--- src/rtl/rpc_pkg.sv ---
`default_nettype none
package rpc_pkg;
    localparam int COORD_BITS  = 16;
    localparam int MAX_RESULTS = 16;
    localparam int NUM_STAGES  = 4;
    localparam int IN_DEPTH    = 2;
    localparam int OUT_DEPTH   = 4;

    localparam int XMIN_RST = 0;
    localparam int XMAX_RST = 32767;
    localparam int YMIN_RST = 0;
    localparam int YMAX_RST = 32767;

    localparam logic [1:0] CFG_X_MIN = 2'd0;
    localparam logic [1:0] CFG_X_MAX = 2'd1;
    localparam logic [1:0] CFG_Y_MIN = 2'd2;
    localparam logic [1:0] CFG_Y_MAX = 2'd3;

    // vertex, polygon end, end of one input beat
    typedef enum logic [1:0] {
        TK_VERT = 2'd0,
        TK_END  = 2'd1,
        TK_STEP = 2'd2
    } t_tok_kind;

    typedef struct packed {
        logic      valid;
        t_tok_kind kind;
    } t_tok_ctl;

    typedef enum logic [2:0] {
        PH_E1_VERT  = 3'd0,
        PH_E1_CROSS = 3'd1,
        PH_E2_VERT  = 3'd2,
        PH_E2_CROSS = 3'd3,
        PH_FIRST    = 3'd4,
        PH_SECOND   = 3'd5,
        PH_CLOSE    = 3'd6
    } t_phase;

    typedef enum logic [2:0] {
        ST_RUN = 3'b001,
        ST_MUL = 3'b010,
        ST_DIV = 3'b100
    } t_state;
endpackage
`default_nettype wire

--- src/rtl/rect_polygon_clipper.sv ---
`default_nettype none
// Clips a polygon, pushed one vertex a beat with last_vertex on its final vertex,
// against the rectangle in registers x_min, x_max, y_min, y_max (boundary counts as
// inside), through left, right, bottom and top stages. Results pop out in order;
// the final one carries out_last, and a polygon clipped away entirely gives one
// item with poly_empty set. A shared sequencer walks each token through the four
// stages depth first, phase by phase. A beat is two tokens, the vertex and an end
// marker. A vertex that fans out into several items takes longer, and every
// boundary crossing adds a multiply and a bit-serial divide. A full result queue
// stalls the sequencer. The input queue holds two vertices and the result queue
// four items.
module rect_polygon_clipper #(
    parameter int COORD_BITS = rpc_pkg::COORD_BITS
) (
    input  logic                  i_clk,
    input  logic                  i_rst_n,
    input  logic                  push,
    output logic                  full,
    input  logic [COORD_BITS-1:0] i_vert_x,
    input  logic [COORD_BITS-1:0] i_vert_y,
    input  logic                  i_last_vertex,
    output logic                  empty,
    input  logic                  pop,
    output logic [COORD_BITS-1:0] o_out_x,
    output logic [COORD_BITS-1:0] o_out_y,
    output logic                  o_out_last,
    output logic                  o_poly_empty,
    input  logic                  i_cfg_we,
    input  logic [1:0]            i_cfg_idx,
    input  logic [COORD_BITS-1:0] i_cfg_data
);
    import rpc_pkg::*;

    logic [COORD_BITS-1:0] r_x_min, r_x_max, r_y_min, r_y_max;
    t_tok_ctl              f_tok, b_tok;
    logic [COORD_BITS-1:0] f_x, f_y, b_x, b_y;
    logic                  step_last, take, out_ready;

    always_ff @(posedge i_clk) begin
        if (!i_rst_n) begin
            r_x_min <= COORD_BITS'(XMIN_RST);
            r_x_max <= COORD_BITS'(XMAX_RST);
            r_y_min <= COORD_BITS'(YMIN_RST);
            r_y_max <= COORD_BITS'(YMAX_RST);
        end else if (i_cfg_we) begin
            case (i_cfg_idx)
                CFG_X_MIN: r_x_min <= i_cfg_data;
                CFG_X_MAX: r_x_max <= i_cfg_data;
                CFG_Y_MIN: r_y_min <= i_cfg_data;
                CFG_Y_MAX: r_y_max <= i_cfg_data;
                default:   r_x_min <= r_x_min;
            endcase
        end
    end

    rpc_front #(
        .CW (COORD_BITS)
    ) u_front (
        .i_clk         (i_clk),
        .i_rst_n       (i_rst_n),
        .i_push        (push),
        .o_full        (full),
        .i_vert_x      (i_vert_x),
        .i_vert_y      (i_vert_y),
        .i_last_vertex (i_last_vertex),
        .o_tok         (f_tok),
        .o_tok_x       (f_x),
        .o_tok_y       (f_y),
        .o_step_last   (step_last),
        .i_take        (take)
    );

    rpc_back #(
        .CW (COORD_BITS)
    ) u_back (
        .i_clk       (i_clk),
        .i_rst_n     (i_rst_n),
        .i_tok       (f_tok),
        .i_tok_x     (f_x),
        .i_tok_y     (f_y),
        .o_take      (take),
        .i_x_min     (r_x_min),
        .i_x_max     (r_x_max),
        .i_y_min     (r_y_min),
        .i_y_max     (r_y_max),
        .o_tok       (b_tok),
        .o_tok_x     (b_x),
        .o_tok_y     (b_y),
        .i_out_ready (out_ready)
    );

    rpc_out #(
        .CW (COORD_BITS)
    ) u_out (
        .i_clk        (i_clk),
        .i_rst_n      (i_rst_n),
        .i_tok        (b_tok),
        .i_tok_x      (b_x),
        .i_tok_y      (b_y),
        .i_step_last  (step_last),
        .o_ready      (out_ready),
        .o_empty      (empty),
        .i_pop        (pop),
        .o_out_x      (o_out_x),
        .o_out_y      (o_out_y),
        .o_out_last   (o_out_last),
        .o_poly_empty (o_poly_empty)
    );
endmodule
`default_nettype wire

--- src/rtl/rpc_front.sv ---
`default_nettype none
module rpc_front #(
    parameter int CW = rpc_pkg::COORD_BITS
) (
    input  logic              i_clk,
    input  logic              i_rst_n,
    input  logic              i_push,
    output logic              o_full,
    input  logic [CW-1:0]     i_vert_x,
    input  logic [CW-1:0]     i_vert_y,
    input  logic              i_last_vertex,
    output rpc_pkg::t_tok_ctl o_tok,
    output logic [CW-1:0]     o_tok_x,
    output logic [CW-1:0]     o_tok_y,
    output logic              o_step_last,
    input  logic              i_take
);
    import rpc_pkg::*;

    localparam int AW = $clog2(IN_DEPTH);

    logic [CW-1:0] r_qx [IN_DEPTH];
    logic [CW-1:0] r_qy [IN_DEPTH];
    logic          r_ql [IN_DEPTH];
    logic [AW-1:0] r_wp, r_rp;
    logic [AW:0]   r_cnt, n_cnt;
    logic          r_mark;
    logic          r_beat_last;
    logic          push_ok, pop_ok, take_ok;

    assign o_full      = (r_cnt == (AW+1)'(IN_DEPTH));
    assign push_ok     = i_push && !o_full;
    assign o_tok_x     = r_qx[r_rp];
    assign o_tok_y     = r_qy[r_rp];
    // last flag of the beat now being worked on by the back part
    assign o_step_last = r_beat_last;

    // each beat becomes a vertex token followed by a marker token
    always_comb begin
        o_tok.valid = (r_cnt != '0);
        if (!r_mark) begin
            o_tok.kind = TK_VERT;
        end else if (r_ql[r_rp]) begin
            o_tok.kind = TK_END;
        end else begin
            o_tok.kind = TK_STEP;
        end
        take_ok = i_take && o_tok.valid;
        pop_ok  = take_ok && r_mark;
        n_cnt   = r_cnt + (AW+1)'(push_ok) - (AW+1)'(pop_ok);
    end

    always_ff @(posedge i_clk) begin
        if (!i_rst_n) begin
            r_wp        <= '0;
            r_rp        <= '0;
            r_cnt       <= '0;
            r_mark      <= 1'b0;
            r_beat_last <= 1'b0;
        end else begin
            r_cnt <= n_cnt;
            if (push_ok) begin
                r_wp <= r_wp + AW'(1);
            end
            if (pop_ok) begin
                r_rp <= r_rp + AW'(1);
            end
            if (take_ok) begin
                r_mark <= !r_mark;
            end
            if (take_ok && !r_mark) begin
                r_beat_last <= r_ql[r_rp];
            end
        end
    end

    always_ff @(posedge i_clk) begin
        if (push_ok) begin
            r_qx[r_wp] <= i_vert_x;
            r_qy[r_wp] <= i_vert_y;
            r_ql[r_wp] <= i_last_vertex;
        end
    end
endmodule
`default_nettype wire

--- src/rtl/rpc_div.sv ---
`default_nettype none
module rpc_div #(
    parameter int NW = 2 * rpc_pkg::COORD_BITS + 2,
    parameter int DW = rpc_pkg::COORD_BITS + 1
) (
    input  logic          i_clk,
    input  logic          i_rst_n,
    input  logic          i_start,
    input  logic [NW-1:0] i_num,
    input  logic [DW-1:0] i_den,
    output logic          o_done,
    output logic [NW-1:0] o_quo
);
    localparam int CTW = $clog2(NW + 1);

    logic [NW-1:0]  r_q;
    logic [DW-1:0]  r_rem;
    logic [DW-1:0]  r_d;
    logic [CTW-1:0] r_ctr;
    logic           r_run, r_done;
    logic [DW:0]    sh, diff;
    logic           ge;

    // restoring division, one quotient bit a cycle
    always_comb begin
        sh   = {r_rem, r_q[NW-1]};
        ge   = (sh >= {1'b0, r_d});
        diff = sh - {1'b0, r_d};
    end

    assign o_done = r_done;
    assign o_quo  = r_q;

    always_ff @(posedge i_clk) begin
        if (!i_rst_n) begin
            r_run  <= 1'b0;
            r_done <= 1'b0;
            r_ctr  <= '0;
        end else begin
            r_done <= 1'b0;
            if (i_start) begin
                r_run <= 1'b1;
                r_ctr <= CTW'(NW);
            end else if (r_run) begin
                r_ctr <= r_ctr - CTW'(1);
                if (r_ctr == CTW'(1)) begin
                    r_run  <= 1'b0;
                    r_done <= 1'b1;
                end
            end
        end
    end

    always_ff @(posedge i_clk) begin
        if (i_start) begin
            r_q   <= i_num;
            r_rem <= '0;
            r_d   <= i_den;
        end else if (r_run) begin
            r_rem <= ge ? diff[DW-1:0] : sh[DW-1:0];
            r_q   <= {r_q[NW-2:0], ge};
        end
    end
endmodule
`default_nettype wire

--- src/rtl/rpc_back.sv ---
`default_nettype none
module rpc_back #(
    parameter int CW = rpc_pkg::COORD_BITS
) (
    input  logic              i_clk,
    input  logic              i_rst_n,
    input  rpc_pkg::t_tok_ctl i_tok,
    input  logic [CW-1:0]     i_tok_x,
    input  logic [CW-1:0]     i_tok_y,
    output logic              o_take,
    input  logic [CW-1:0]     i_x_min,
    input  logic [CW-1:0]     i_x_max,
    input  logic [CW-1:0]     i_y_min,
    input  logic [CW-1:0]     i_y_max,
    output rpc_pkg::t_tok_ctl o_tok,
    output logic [CW-1:0]     o_tok_x,
    output logic [CW-1:0]     o_tok_y,
    input  logic              i_out_ready
);
    import rpc_pkg::*;

    localparam int LVLS    = NUM_STAGES + 1;
    localparam int OUT_LVL = NUM_STAGES;
    localparam int SW      = $clog2(NUM_STAGES);
    localparam int LW      = $clog2(LVLS);
    localparam int PW      = 2 * CW + 2;

    // token slot per level, level NUM_STAGES feeds the output side
    logic [LVLS-1:0] r_busy;
    t_tok_kind       r_tk [LVLS];
    logic [CW-1:0]   r_tx [LVLS];
    logic [CW-1:0]   r_ty [LVLS];
    t_phase          r_ph [NUM_STAGES];

    logic [CW-1:0]   r_fx [NUM_STAGES];
    logic [CW-1:0]   r_fy [NUM_STAGES];
    logic [CW-1:0]   r_sx [NUM_STAGES];
    logic [CW-1:0]   r_sy [NUM_STAGES];
    logic [CW-1:0]   r_px [NUM_STAGES];
    logic [CW-1:0]   r_py [NUM_STAGES];
    logic [1:0]      r_vc [NUM_STAGES];

    t_state          r_st;
    logic            r_div_go;
    logic [CW:0]     r_ma, r_mb, r_md;
    logic            r_neg, r_dz;
    logic [CW-1:0]   r_c, r_o1;
    logic [PW-1:0]   r_prod;

    logic            div_done;
    logic [PW-1:0]   div_quo;

    logic [SW-1:0]   cur;
    logic            any_stage;
    logic [LW-1:0]   nxt_lvl;
    t_tok_kind       k;
    logic [1:0]      vc;
    t_phase          ph;
    logic [CW-1:0]   vx, vy, p1x, p1y, q1x, q1y, epx, epy, eqx, eqy;
    logic            has_e1, has_e2, has_e, use2;
    logic signed [CW-1:0] pa, qa, po, qo, bc;
    logic            pin, qin;
    logic            emit, cross_go;
    t_tok_kind       emit_kind;
    logic [CW-1:0]   emit_x, emit_y;
    logic signed [CW:0] den, num, dro;
    logic [CW:0]     mq;
    logic signed [CW+1:0] o1e, res;
    logic [CW-1:0]   cross_x, cross_y;
    logic            do_out, do_stage, do_adv, do_close, do_cross, cross_done, push_child;
    t_tok_kind       child_kind;
    logic [CW-1:0]   child_x, child_y;

    rpc_div #(
        .NW (PW),
        .DW (CW + 1)
    ) u_div (
        .i_clk   (i_clk),
        .i_rst_n (i_rst_n),
        .i_start (r_div_go),
        .i_num   (r_prod),
        .i_den   (r_md),
        .o_done  (div_done),
        .o_quo   (div_quo)
    );

    always_comb begin
        cur = '0;
        for (int s = 0; s < NUM_STAGES; s++) begin
            if (r_busy[s]) begin
                cur = SW'(s);
            end
        end
        any_stage = |r_busy[NUM_STAGES-1:0];
        nxt_lvl   = LW'(cur) + LW'(1);

        k  = r_tk[cur];
        vc = r_vc[cur];
        ph = r_ph[cur];
        vx = r_tx[cur];
        vy = r_ty[cur];

        has_e2 = (k == TK_VERT) && (vc == 2'd2);
        has_e1 = ((k == TK_VERT) && vc[1]) || ((k == TK_END) && (vc == 2'd3));
        if (has_e2) begin
            p1x = r_fx[cur];
            p1y = r_fy[cur];
            q1x = r_sx[cur];
            q1y = r_sy[cur];
        end else begin
            p1x = r_px[cur];
            p1y = r_py[cur];
            q1x = (k == TK_VERT) ? vx : r_fx[cur];
            q1y = (k == TK_VERT) ? vy : r_fy[cur];
        end
        use2  = (ph == PH_E2_VERT) || (ph == PH_E2_CROSS);
        epx   = use2 ? r_sx[cur] : p1x;
        epy   = use2 ? r_sy[cur] : p1y;
        eqx   = use2 ? vx : q1x;
        eqy   = use2 ? vy : q1y;
        has_e = use2 ? has_e2 : has_e1;

        // stages 0 and 1 test x, stages 2 and 3 test y
        pa = signed'(cur[1] ? epy : epx);
        po = signed'(cur[1] ? epx : epy);
        qa = signed'(cur[1] ? eqy : eqx);
        qo = signed'(cur[1] ? eqx : eqy);
        case (cur)
            2'd0:    bc = signed'(i_x_min);
            2'd1:    bc = signed'(i_x_max);
            2'd2:    bc = signed'(i_y_min);
            default: bc = signed'(i_y_max);
        endcase
        pin = cur[0] ? (pa <= bc) : (pa >= bc);
        qin = cur[0] ? (qa <= bc) : (qa >= bc);

        den = (CW+1)'(qa) - (CW+1)'(pa);
        num = (CW+1)'(bc) - (CW+1)'(pa);
        dro = (CW+1)'(qo) - (CW+1)'(po);

        emit      = 1'b0;
        cross_go  = 1'b0;
        emit_kind = TK_VERT;
        emit_x    = epx;
        emit_y    = epy;
        case (ph)
            PH_E1_VERT, PH_E2_VERT: begin
                emit = has_e && pin;
            end
            PH_E1_CROSS, PH_E2_CROSS: begin
                cross_go = has_e && (pin != qin);
            end
            PH_FIRST: begin
                emit   = (k == TK_END) && ((vc == 2'd1) || (vc == 2'd2));
                emit_x = r_fx[cur];
                emit_y = r_fy[cur];
            end
            PH_SECOND: begin
                emit   = (k == TK_END) && (vc == 2'd2);
                emit_x = r_sx[cur];
                emit_y = r_sy[cur];
            end
            PH_CLOSE: begin
                emit      = (k != TK_VERT);
                emit_kind = k;
            end
            default: begin
                emit = 1'b0;
            end
        endcase

        // crossing: other coordinate moves from the start vertex by the quotient
        mq      = r_dz ? '0 : div_quo[CW:0];
        o1e     = (CW+2)'(signed'(r_o1));
        res     = r_neg ? (o1e - signed'({1'b0, mq})) : (o1e + signed'({1'b0, mq}));
        cross_x = cur[1] ? res[CW-1:0] : r_c;
        cross_y = cur[1] ? r_c : res[CW-1:0];

        do_out     = (r_st == ST_RUN) && r_busy[OUT_LVL] && i_out_ready;
        do_stage   = (r_st == ST_RUN) && !r_busy[OUT_LVL] && any_stage;
        do_cross   = do_stage && cross_go;
        do_adv     = do_stage && !cross_go;
        do_close   = do_adv && (ph == PH_CLOSE);
        cross_done = (r_st == ST_DIV) && div_done;
        push_child = (do_adv && emit) || cross_done;
        child_kind = cross_done ? TK_VERT : emit_kind;
        child_x    = cross_done ? cross_x : emit_x;
        child_y    = cross_done ? cross_y : emit_y;

        o_take = (r_st == ST_RUN) && (r_busy == '0) && i_tok.valid;
    end

    assign o_tok.valid = r_busy[OUT_LVL];
    assign o_tok.kind  = r_tk[OUT_LVL];
    assign o_tok_x     = r_tx[OUT_LVL];
    assign o_tok_y     = r_ty[OUT_LVL];

    always_ff @(posedge i_clk) begin
        if (!i_rst_n) begin
            r_busy   <= '0;
            r_st     <= ST_RUN;
            r_div_go <= 1'b0;
            for (int s = 0; s < NUM_STAGES; s++) begin
                r_vc[s] <= 2'd0;
                r_ph[s] <= PH_E1_VERT;
            end
        end else begin
            r_div_go <= (r_st == ST_MUL);
            case (r_st)
                ST_RUN: begin
                    if (do_cross) begin
                        r_st <= ST_MUL;
                    end
                end
                ST_MUL: begin
                    r_st <= ST_DIV;
                end
                ST_DIV: begin
                    if (div_done) begin
                        r_st <= ST_RUN;
                    end
                end
                default: begin
                    r_st <= ST_RUN;
                end
            endcase
            if (do_out) begin
                r_busy[OUT_LVL] <= 1'b0;
            end
            if (o_take) begin
                r_busy[0] <= 1'b1;
                r_ph[0]   <= PH_E1_VERT;
            end
            if (push_child) begin
                r_busy[nxt_lvl] <= 1'b1;
                if (cur != SW'(NUM_STAGES - 1)) begin
                    r_ph[cur + SW'(1)] <= PH_E1_VERT;
                end
            end
            if (do_adv || cross_done) begin
                r_ph[cur] <= t_phase'(ph + 3'd1);
            end
            if (do_close) begin
                r_busy[cur] <= 1'b0;
                if (k == TK_END) begin
                    r_vc[cur] <= 2'd0;
                end else if ((k == TK_VERT) && (vc != 2'd3)) begin
                    r_vc[cur] <= vc + 2'd1;
                end
            end
        end
    end

    always_ff @(posedge i_clk) begin
        if (o_take) begin
            r_tk[0] <= i_tok.kind;
            r_tx[0] <= i_tok_x;
            r_ty[0] <= i_tok_y;
        end
        if (push_child) begin
            r_tk[nxt_lvl] <= child_kind;
            r_tx[nxt_lvl] <= child_x;
            r_ty[nxt_lvl] <= child_y;
        end
        if (do_close && (k == TK_VERT)) begin
            case (vc)
                2'd0: begin
                    r_fx[cur] <= vx;
                    r_fy[cur] <= vy;
                end
                2'd1: begin
                    r_sx[cur] <= vx;
                    r_sy[cur] <= vy;
                end
                default: begin
                    r_px[cur] <= vx;
                    r_py[cur] <= vy;
                end
            endcase
        end
        if (do_cross) begin
            r_ma  <= dro[CW] ? unsigned'(-dro) : unsigned'(dro);
            r_mb  <= num[CW] ? unsigned'(-num) : unsigned'(num);
            r_md  <= den[CW] ? unsigned'(-den) : unsigned'(den);
            r_neg <= dro[CW] ^ num[CW] ^ den[CW];
            r_dz  <= (den == '0);
            r_c   <= bc;
            r_o1  <= po;
        end
        if (r_st == ST_MUL) begin
            r_prod <= PW'(r_ma) * PW'(r_mb);
        end
    end

`ifndef SYNTH
    a_out_idle_in_cross: assert property (@(posedge i_clk) disable iff (!i_rst_n)
        (r_st != ST_RUN) |-> !r_busy[OUT_LVL])
        else $error("output slot busy during crossing");
    a_done_in_div: assert property (@(posedge i_clk) disable iff (!i_rst_n)
        div_done |-> (r_st == ST_DIV))
        else $error("divider finished outside wait state");
    a_mul_then_div: assert property (@(posedge i_clk) disable iff (!i_rst_n)
        (r_st == ST_MUL) |=> (r_st == ST_DIV) && r_div_go)
        else $error("divider not started after multiply");
`endif
endmodule
`default_nettype wire

--- src/rtl/rpc_out.sv ---
`default_nettype none
module rpc_out #(
    parameter int CW = rpc_pkg::COORD_BITS
) (
    input  logic              i_clk,
    input  logic              i_rst_n,
    input  rpc_pkg::t_tok_ctl i_tok,
    input  logic [CW-1:0]     i_tok_x,
    input  logic [CW-1:0]     i_tok_y,
    input  logic              i_step_last,
    output logic              o_ready,
    output logic              o_empty,
    input  logic              i_pop,
    output logic [CW-1:0]     o_out_x,
    output logic [CW-1:0]     o_out_y,
    output logic              o_out_last,
    output logic              o_poly_empty
);
    import rpc_pkg::*;

    localparam int AW = $clog2(OUT_DEPTH);
    localparam int NW = $clog2(MAX_RESULTS + 1);

    logic [CW-1:0] r_fx [OUT_DEPTH];
    logic [CW-1:0] r_fy [OUT_DEPTH];
    logic          r_fl [OUT_DEPTH];
    logic          r_fe [OUT_DEPTH];
    logic [AW-1:0] r_wp, r_rp;
    logic [AW:0]   r_cnt;
    logic [CW-1:0] r_hx, r_hy;
    logic          r_hv;
    logic [NW-1:0] r_n, lim;
    logic          go, wr, rd;
    logic [CW-1:0] wx, wy;
    logic          wl, we;

    assign o_ready      = (r_cnt != (AW+1)'(OUT_DEPTH));
    assign o_empty      = (r_cnt == '0);
    assign o_out_x      = r_fx[r_rp];
    assign o_out_y      = r_fy[r_rp];
    assign o_out_last   = r_fl[r_rp];
    assign o_poly_empty = r_fe[r_rp];

    always_comb begin
        go  = i_tok.valid && o_ready;
        rd  = i_pop && !o_empty;
        // in a closing beat the last slot is kept for the item with out_last
        lim = i_step_last ? NW'(MAX_RESULTS - 1) : NW'(MAX_RESULTS);
        wr  = 1'b0;
        wx  = r_hx;
        wy  = r_hy;
        wl  = 1'b0;
        we  = 1'b0;
        case (i_tok.kind)
            TK_VERT: begin
                wr = go && r_hv && (r_n < lim);
            end
            TK_END: begin
                wr = go;
                wl = 1'b1;
                we = !r_hv;
                if (!r_hv) begin
                    wx = '0;
                    wy = '0;
                end
            end
            default: begin
                wr = 1'b0;
            end
        endcase
    end

    always_ff @(posedge i_clk) begin
        if (!i_rst_n) begin
            r_wp  <= '0;
            r_rp  <= '0;
            r_cnt <= '0;
            r_hv  <= 1'b0;
            r_n   <= '0;
        end else begin
            r_cnt <= r_cnt + (AW+1)'(wr) - (AW+1)'(rd);
            if (wr) begin
                r_wp <= r_wp + AW'(1);
            end
            if (rd) begin
                r_rp <= r_rp + AW'(1);
            end
            if (go) begin
                case (i_tok.kind)
                    TK_VERT: begin
                        r_hv <= 1'b1;
                        if (wr) begin
                            r_n <= r_n + NW'(1);
                        end
                    end
                    TK_END: begin
                        r_hv <= 1'b0;
                        r_n  <= '0;
                    end
                    default: begin
                        r_n <= '0;
                    end
                endcase
            end
        end
    end

    always_ff @(posedge i_clk) begin
        if (go && (i_tok.kind == TK_VERT)) begin
            r_hx <= i_tok_x;
            r_hy <= i_tok_y;
        end
        if (wr) begin
            r_fx[r_wp] <= wx;
            r_fy[r_wp] <= wy;
            r_fl[r_wp] <= wl;
            r_fe[r_wp] <= we;
        end
    end

`ifndef SYNTH
    a_fill_bound: assert property (@(posedge i_clk) disable iff (!i_rst_n)
        r_cnt <= (AW+1)'(OUT_DEPTH))
        else $error("result queue overfilled");
    a_empty_is_last: assert property (@(posedge i_clk) disable iff (!i_rst_n)
        (!o_empty && o_poly_empty) |-> o_out_last)
        else $error("empty polygon item without out_last");
    a_count_bound: assert property (@(posedge i_clk) disable iff (!i_rst_n)
        r_n <= NW'(MAX_RESULTS))
        else $error("per-beat result count out of range");
`endif
endmodule
`default_nettype wire

--- config.mk ---
export PLATFORM = sky130hd
export DESIGN_NAME = rect_polygon_clipper
export DESIGN_NICKNAME = d
export VERILOG_FILES = /design/src/rtl/rpc_pkg.sv /design/src/rtl/rect_polygon_clipper.sv /design/src/rtl/rpc_front.sv /design/src/rtl/rpc_div.sv /design/src/rtl/rpc_back.sv /design/src/rtl/rpc_out.sv
export SDC_FILE = /design/constraint.sdc
export NUM_CORES = 2
export LEC_CHECK = 0
export ABC_AREA = 1
export BUFFER_PORTS_ARGS = -buffer_cell sky130_fd_sc_hd__buf_2
export CAP_MARGIN = 20
export CORE_ASPECT_RATIO = 0.9
export CORE_MARGIN = 1
export CORE_UTILIZATION = 55
export CTS_CLUSTER_SIZE = 28
export DETAILED_ROUTE_END_ITERATION = 6
export PLACE_DENSITY = 0.81
export SYNTH_ARGS = -nofsm -noshare
export SYNTH_HDL_FRONTEND = slang
export SYNTH_SLANG_ARGS = --single-unit
--- constraint.sdc ---
create_clock -name i_clk -period 8.2 [get_ports i_clk]
set_clock_uncertainty 0.1 [all_clocks]
set_input_delay 0.41 -clock i_clk [delete_from_list [all_inputs] [get_ports i_clk]]
set_output_delay 0.41 -clock i_clk [all_outputs]
set_load 0.03 [all_outputs]
==> summary.md <==
| Metric | Value |
|---|---|
| Average vias per placed instance | `6.01` |
| Number of DRC violations after detailed routing | `5` |
| Synth area leader | `sky130_fd_sc_hd__edfxtp_1` |
| Proportion of synthesized chip area in sequential cells | `54.2%` |
| Clock edge transition at the registers on the reported setup and hold paths | `0.07 ns` |
| Number of library cell types mapped by synthesis | `63` |
| Tightest slew margin relative to the limit | `-1.25%` |
| Mapped Nets | `6255` |
| Final ANT Viol Nets | `0` |
| Total of cells resized after clock tree synthesis | `0` |
| Fraction of final layout cells sized beyond drive strength 1 | `8.03%` |
| Share of synthesized flip-flops with an asynchronous set or reset | `0%` |
| Status | `finished, violations left` |
| Die width | `346 um` |
| Fraction of synthesized cell area taken by the top area cell type | `50.1%` |
| Number of sinks on the clock net | `1098` |
| Gr ovfl total | `0` |
| Area added between synthesis and finish | `11.7%` |
| Mapped Cells | `5737` |
| Count of flip-flops with a built-in enable after synthesis | `978` |
| Actual slew at the worst max-slew pin | `1.52 ns` |
| Initial standard-cell utilization of the core | `55.5%` |
| Detailed-route wire length per cell | `23.0 um` |
| Worst min-delay path category | `in2reg` |
| Top-count cell post-synth | `sky130_fd_sc_hd__nand2_1` |
| RSZ-0062 raised after global routing | `no` |
| Number of setup buffers added after CTS | `0` |
| Nature of the critical path startpoint | `register` |
| Total detailed-routing wirelength | `168000 um` |
| Max incr delay on CP | `0.68 ns` |
| Data arrival, critical path | `7.79 ns` |
| Maximum clock path buffer count | `3` |
| Number of antenna violations at the first check in global routing | `5` |
| Area of the die | `0.108 mm2` |
| Core area | `0.106 mm2` |
| Clock latency on the worst-skew pair | `0.73 ns` |
| Max stage delay cell, worst path | `sky130_fd_sc_hd__buf_4` |
| Clock tree root driver cell | `sky130_fd_sc_hd__clkbuf_16` |
| RD Place Congestion | `1.14` |
| Iter 0 DRT Violations | `6142` |
| Clock buffer count from CTS | `106` |
| Commonest cells in the synthesized netlist | `1166 x sky130_fd_sc_hd__nand2_1, 978 x sky130_fd_sc_hd__edfxtp_1, 751 x sky130_fd_sc_hd__inv_1, 468 x sky130_fd_sc_hd__o21ai_0, 405 x sky130_fd_sc_hd__nor2_1` |
| Number of maximum-capacitance constraint violations | `0` |
| Via count of the first global-routing pass | `41900` |
| DRT Pass-1 Iters | `7` |
| GR Util All Layers | `30.8%` |
| Final hold viol count | `0` |
| Critical path start-end classification | `reg2reg` |
| Violated checks | `DRC, slew limit` |
| Yosys reg bits | `1098` |
| Count of filler cells inserted in the layout | `8107` |
| Largest net degree at the start of global routing | `116` |
| First-pass GRT wire length | `252000 um` |
| Fin crit period | `7.50 ns` |
| CTS Hold Buffers Added | `50` |
| Most frequently used flop master after synthesis | `sky130_fd_sc_hd__edfxtp_1` |
| Number of placement rows | `113` |
| Post-Synthesis Cell Area | `0.0587 mm2` |
| Port Buffers | `91` |
| Synth warnings | `0` |
| Final worst path period share | `91.5%` |
| CP max FO | `65` |
| Total vias in the final route | `43900` |
| Average cell area after synthesis | `10.2 um2` |
| Final number of max-transition violations | `2` |
| Sequential cell area | `0.0318 mm2` |
| Final net count | `6357` |
| Ranking of synthesized cells by area | `sky130_fd_sc_hd__edfxtp_1 50%, sky130_fd_sc_hd__fa_1 7.8%, sky130_fd_sc_hd__nand2_1 7.5%, sky130_fd_sc_hd__ha_1 5.0%, sky130_fd_sc_hd__inv_1 4.8%` |
| Sort of element at the end of the critical path | `register` |
| Die height | `312 um` |
| HPWL Detailed | `117000 um` |
| TritonCTS clock tree | `built` |
| Data required time of the worst path | `8.49 ns` |
| Fin Setup TNS | `0 ns` |
| Number of levels in the clock H-tree | `3` |
| Achievable frequency | `0.133 GHz` |
| Multi-input combinational cell area | `0.0231 mm2` |
| Setup-violating endpoint count in the final report | `0` |
| I/O pin count | `92` |
layout by cell type (no fill, tap or decap), drive strengths merged, types with 18 or more instances in the layout:
cell	count
nand2	1176
edfxtp	978
inv	764
o21ai	484
nor2	409
a21oi	297
ha	234
buf	232
fa	228
o22ai	139
clkbuf	125
nand3	121
dfxtp	120
xor2	111
o221ai	52
dlygate4sd3	50
clkinv	49
xnor2	40
a22o	38
o211ai	38
nor3	33
a31oi	32
nand4	28
a221oi	18
bufinv	18
critical path: cells and delay by family, from the launching register on:
family          cells  cell delay, ns
compound gates     10            2.33
xor+xnor            2            0.44
fa+ha+maj           2            0.71
buf+inv             6            1.86
flops               1            0.55
simple gates        7            1.05
metal layers:
metal | share of wire, % | GRT usage (%) | vias to the layer above
li1 | - | - | 19600
met1 | 40 | 43.9 | 21100
met2 | 42 | 43.9 | 2731
met3 | 14 | 9.66 | 428
met4 | 4.2 | 11.9 | 4
met5 | 0.018 | 0 | -
final cells by class:
cell class                      count  share of cell area, %
Timing Repair Buffer              283                   3.53
Antenna cell                        4                 0.0153
Sequential cell                  1098                   48.5
Inverter                          765                   4.40
Tap cell                         1380                   2.64
Multi-Input combinational cell   3585                   35.2
Clock inverter                     72                   1.46
Clock buffer                      124                   4.22
worst paths after layout:
| path | end | start | slack [ns] | depth (start not counted) |
|---|---|---|---|---|
| hold / removal | u_out.r_cnt[0]$_SDFF_PN0_ | i_rst_n | 0.16 | 4 |
| hold reg to reg | u_back.u_div.r_d[12]$_DFFE_PP_ | u_back.r_md[12]$_DFFE_PP_ | 0.32 | 0 |
| setup reg to reg | u_back.r_neg$_DFFE_PP_ | u_back.r_busy[3]$_SDFF_PN0_ | 0.70 | 27 |
| setup / recovery | u_back.r_neg$_DFFE_PP_ | u_back.r_busy[3]$_SDFF_PN0_ | 0.70 | 27 |
through the flow:
step	cell area, um2	hold slack (ns)	utilization [%]	setup slack [ns]	std cells
2_1_floorplan	58700	0.300	-	0.432	5737
3_3_place_gp	61200	0.300	57.9	1.21	7057
3_5_place_dp	61200	0.305	57.9	1.13	7057
4_1_cts	65400	0.118	61.9	1.05	7303
5_1_grt	65500	0.155	62.0	0.509	7308
6_report	65500	0.158	62.0	0.697	7311
kinds of logic after synthesis:
kind of cell    share of synthesized area [%]
compound gates                           11.7
flops                                    54.2
simple gates                             12.2
xor+xnor                                 2.28
mux                                    0.0341
fa+ha+maj                                12.8
buf+inv                                  6.83
flip-flops by register name, summed over array words and instances (netlist names), 17 cells and up, named ones only:
name,count
u_back.r_fy,64
u_back.u_div.o_quo,34
u_back.r_sy,64
u_back.r_prod,34
u_back.r_mb,17
u_back.r_ty,80
u_front.r_qy,32
u_out.r_fx,64
u_back.r_tx,80
u_out.r_fy,64
u_back.r_py,64
u_back.r_md,17
u_back.u_div.r_rem,17
u_back.u_div.r_d,17
u_back.r_ma,17
u_back.r_sx,64
u_back.r_fx,64
u_back.r_px,64
u_front.r_qx,32
Power is left out: the tool's default activity adds up to more than one toggle a clock period on the data nets, which glitch-free logic cannot reach.
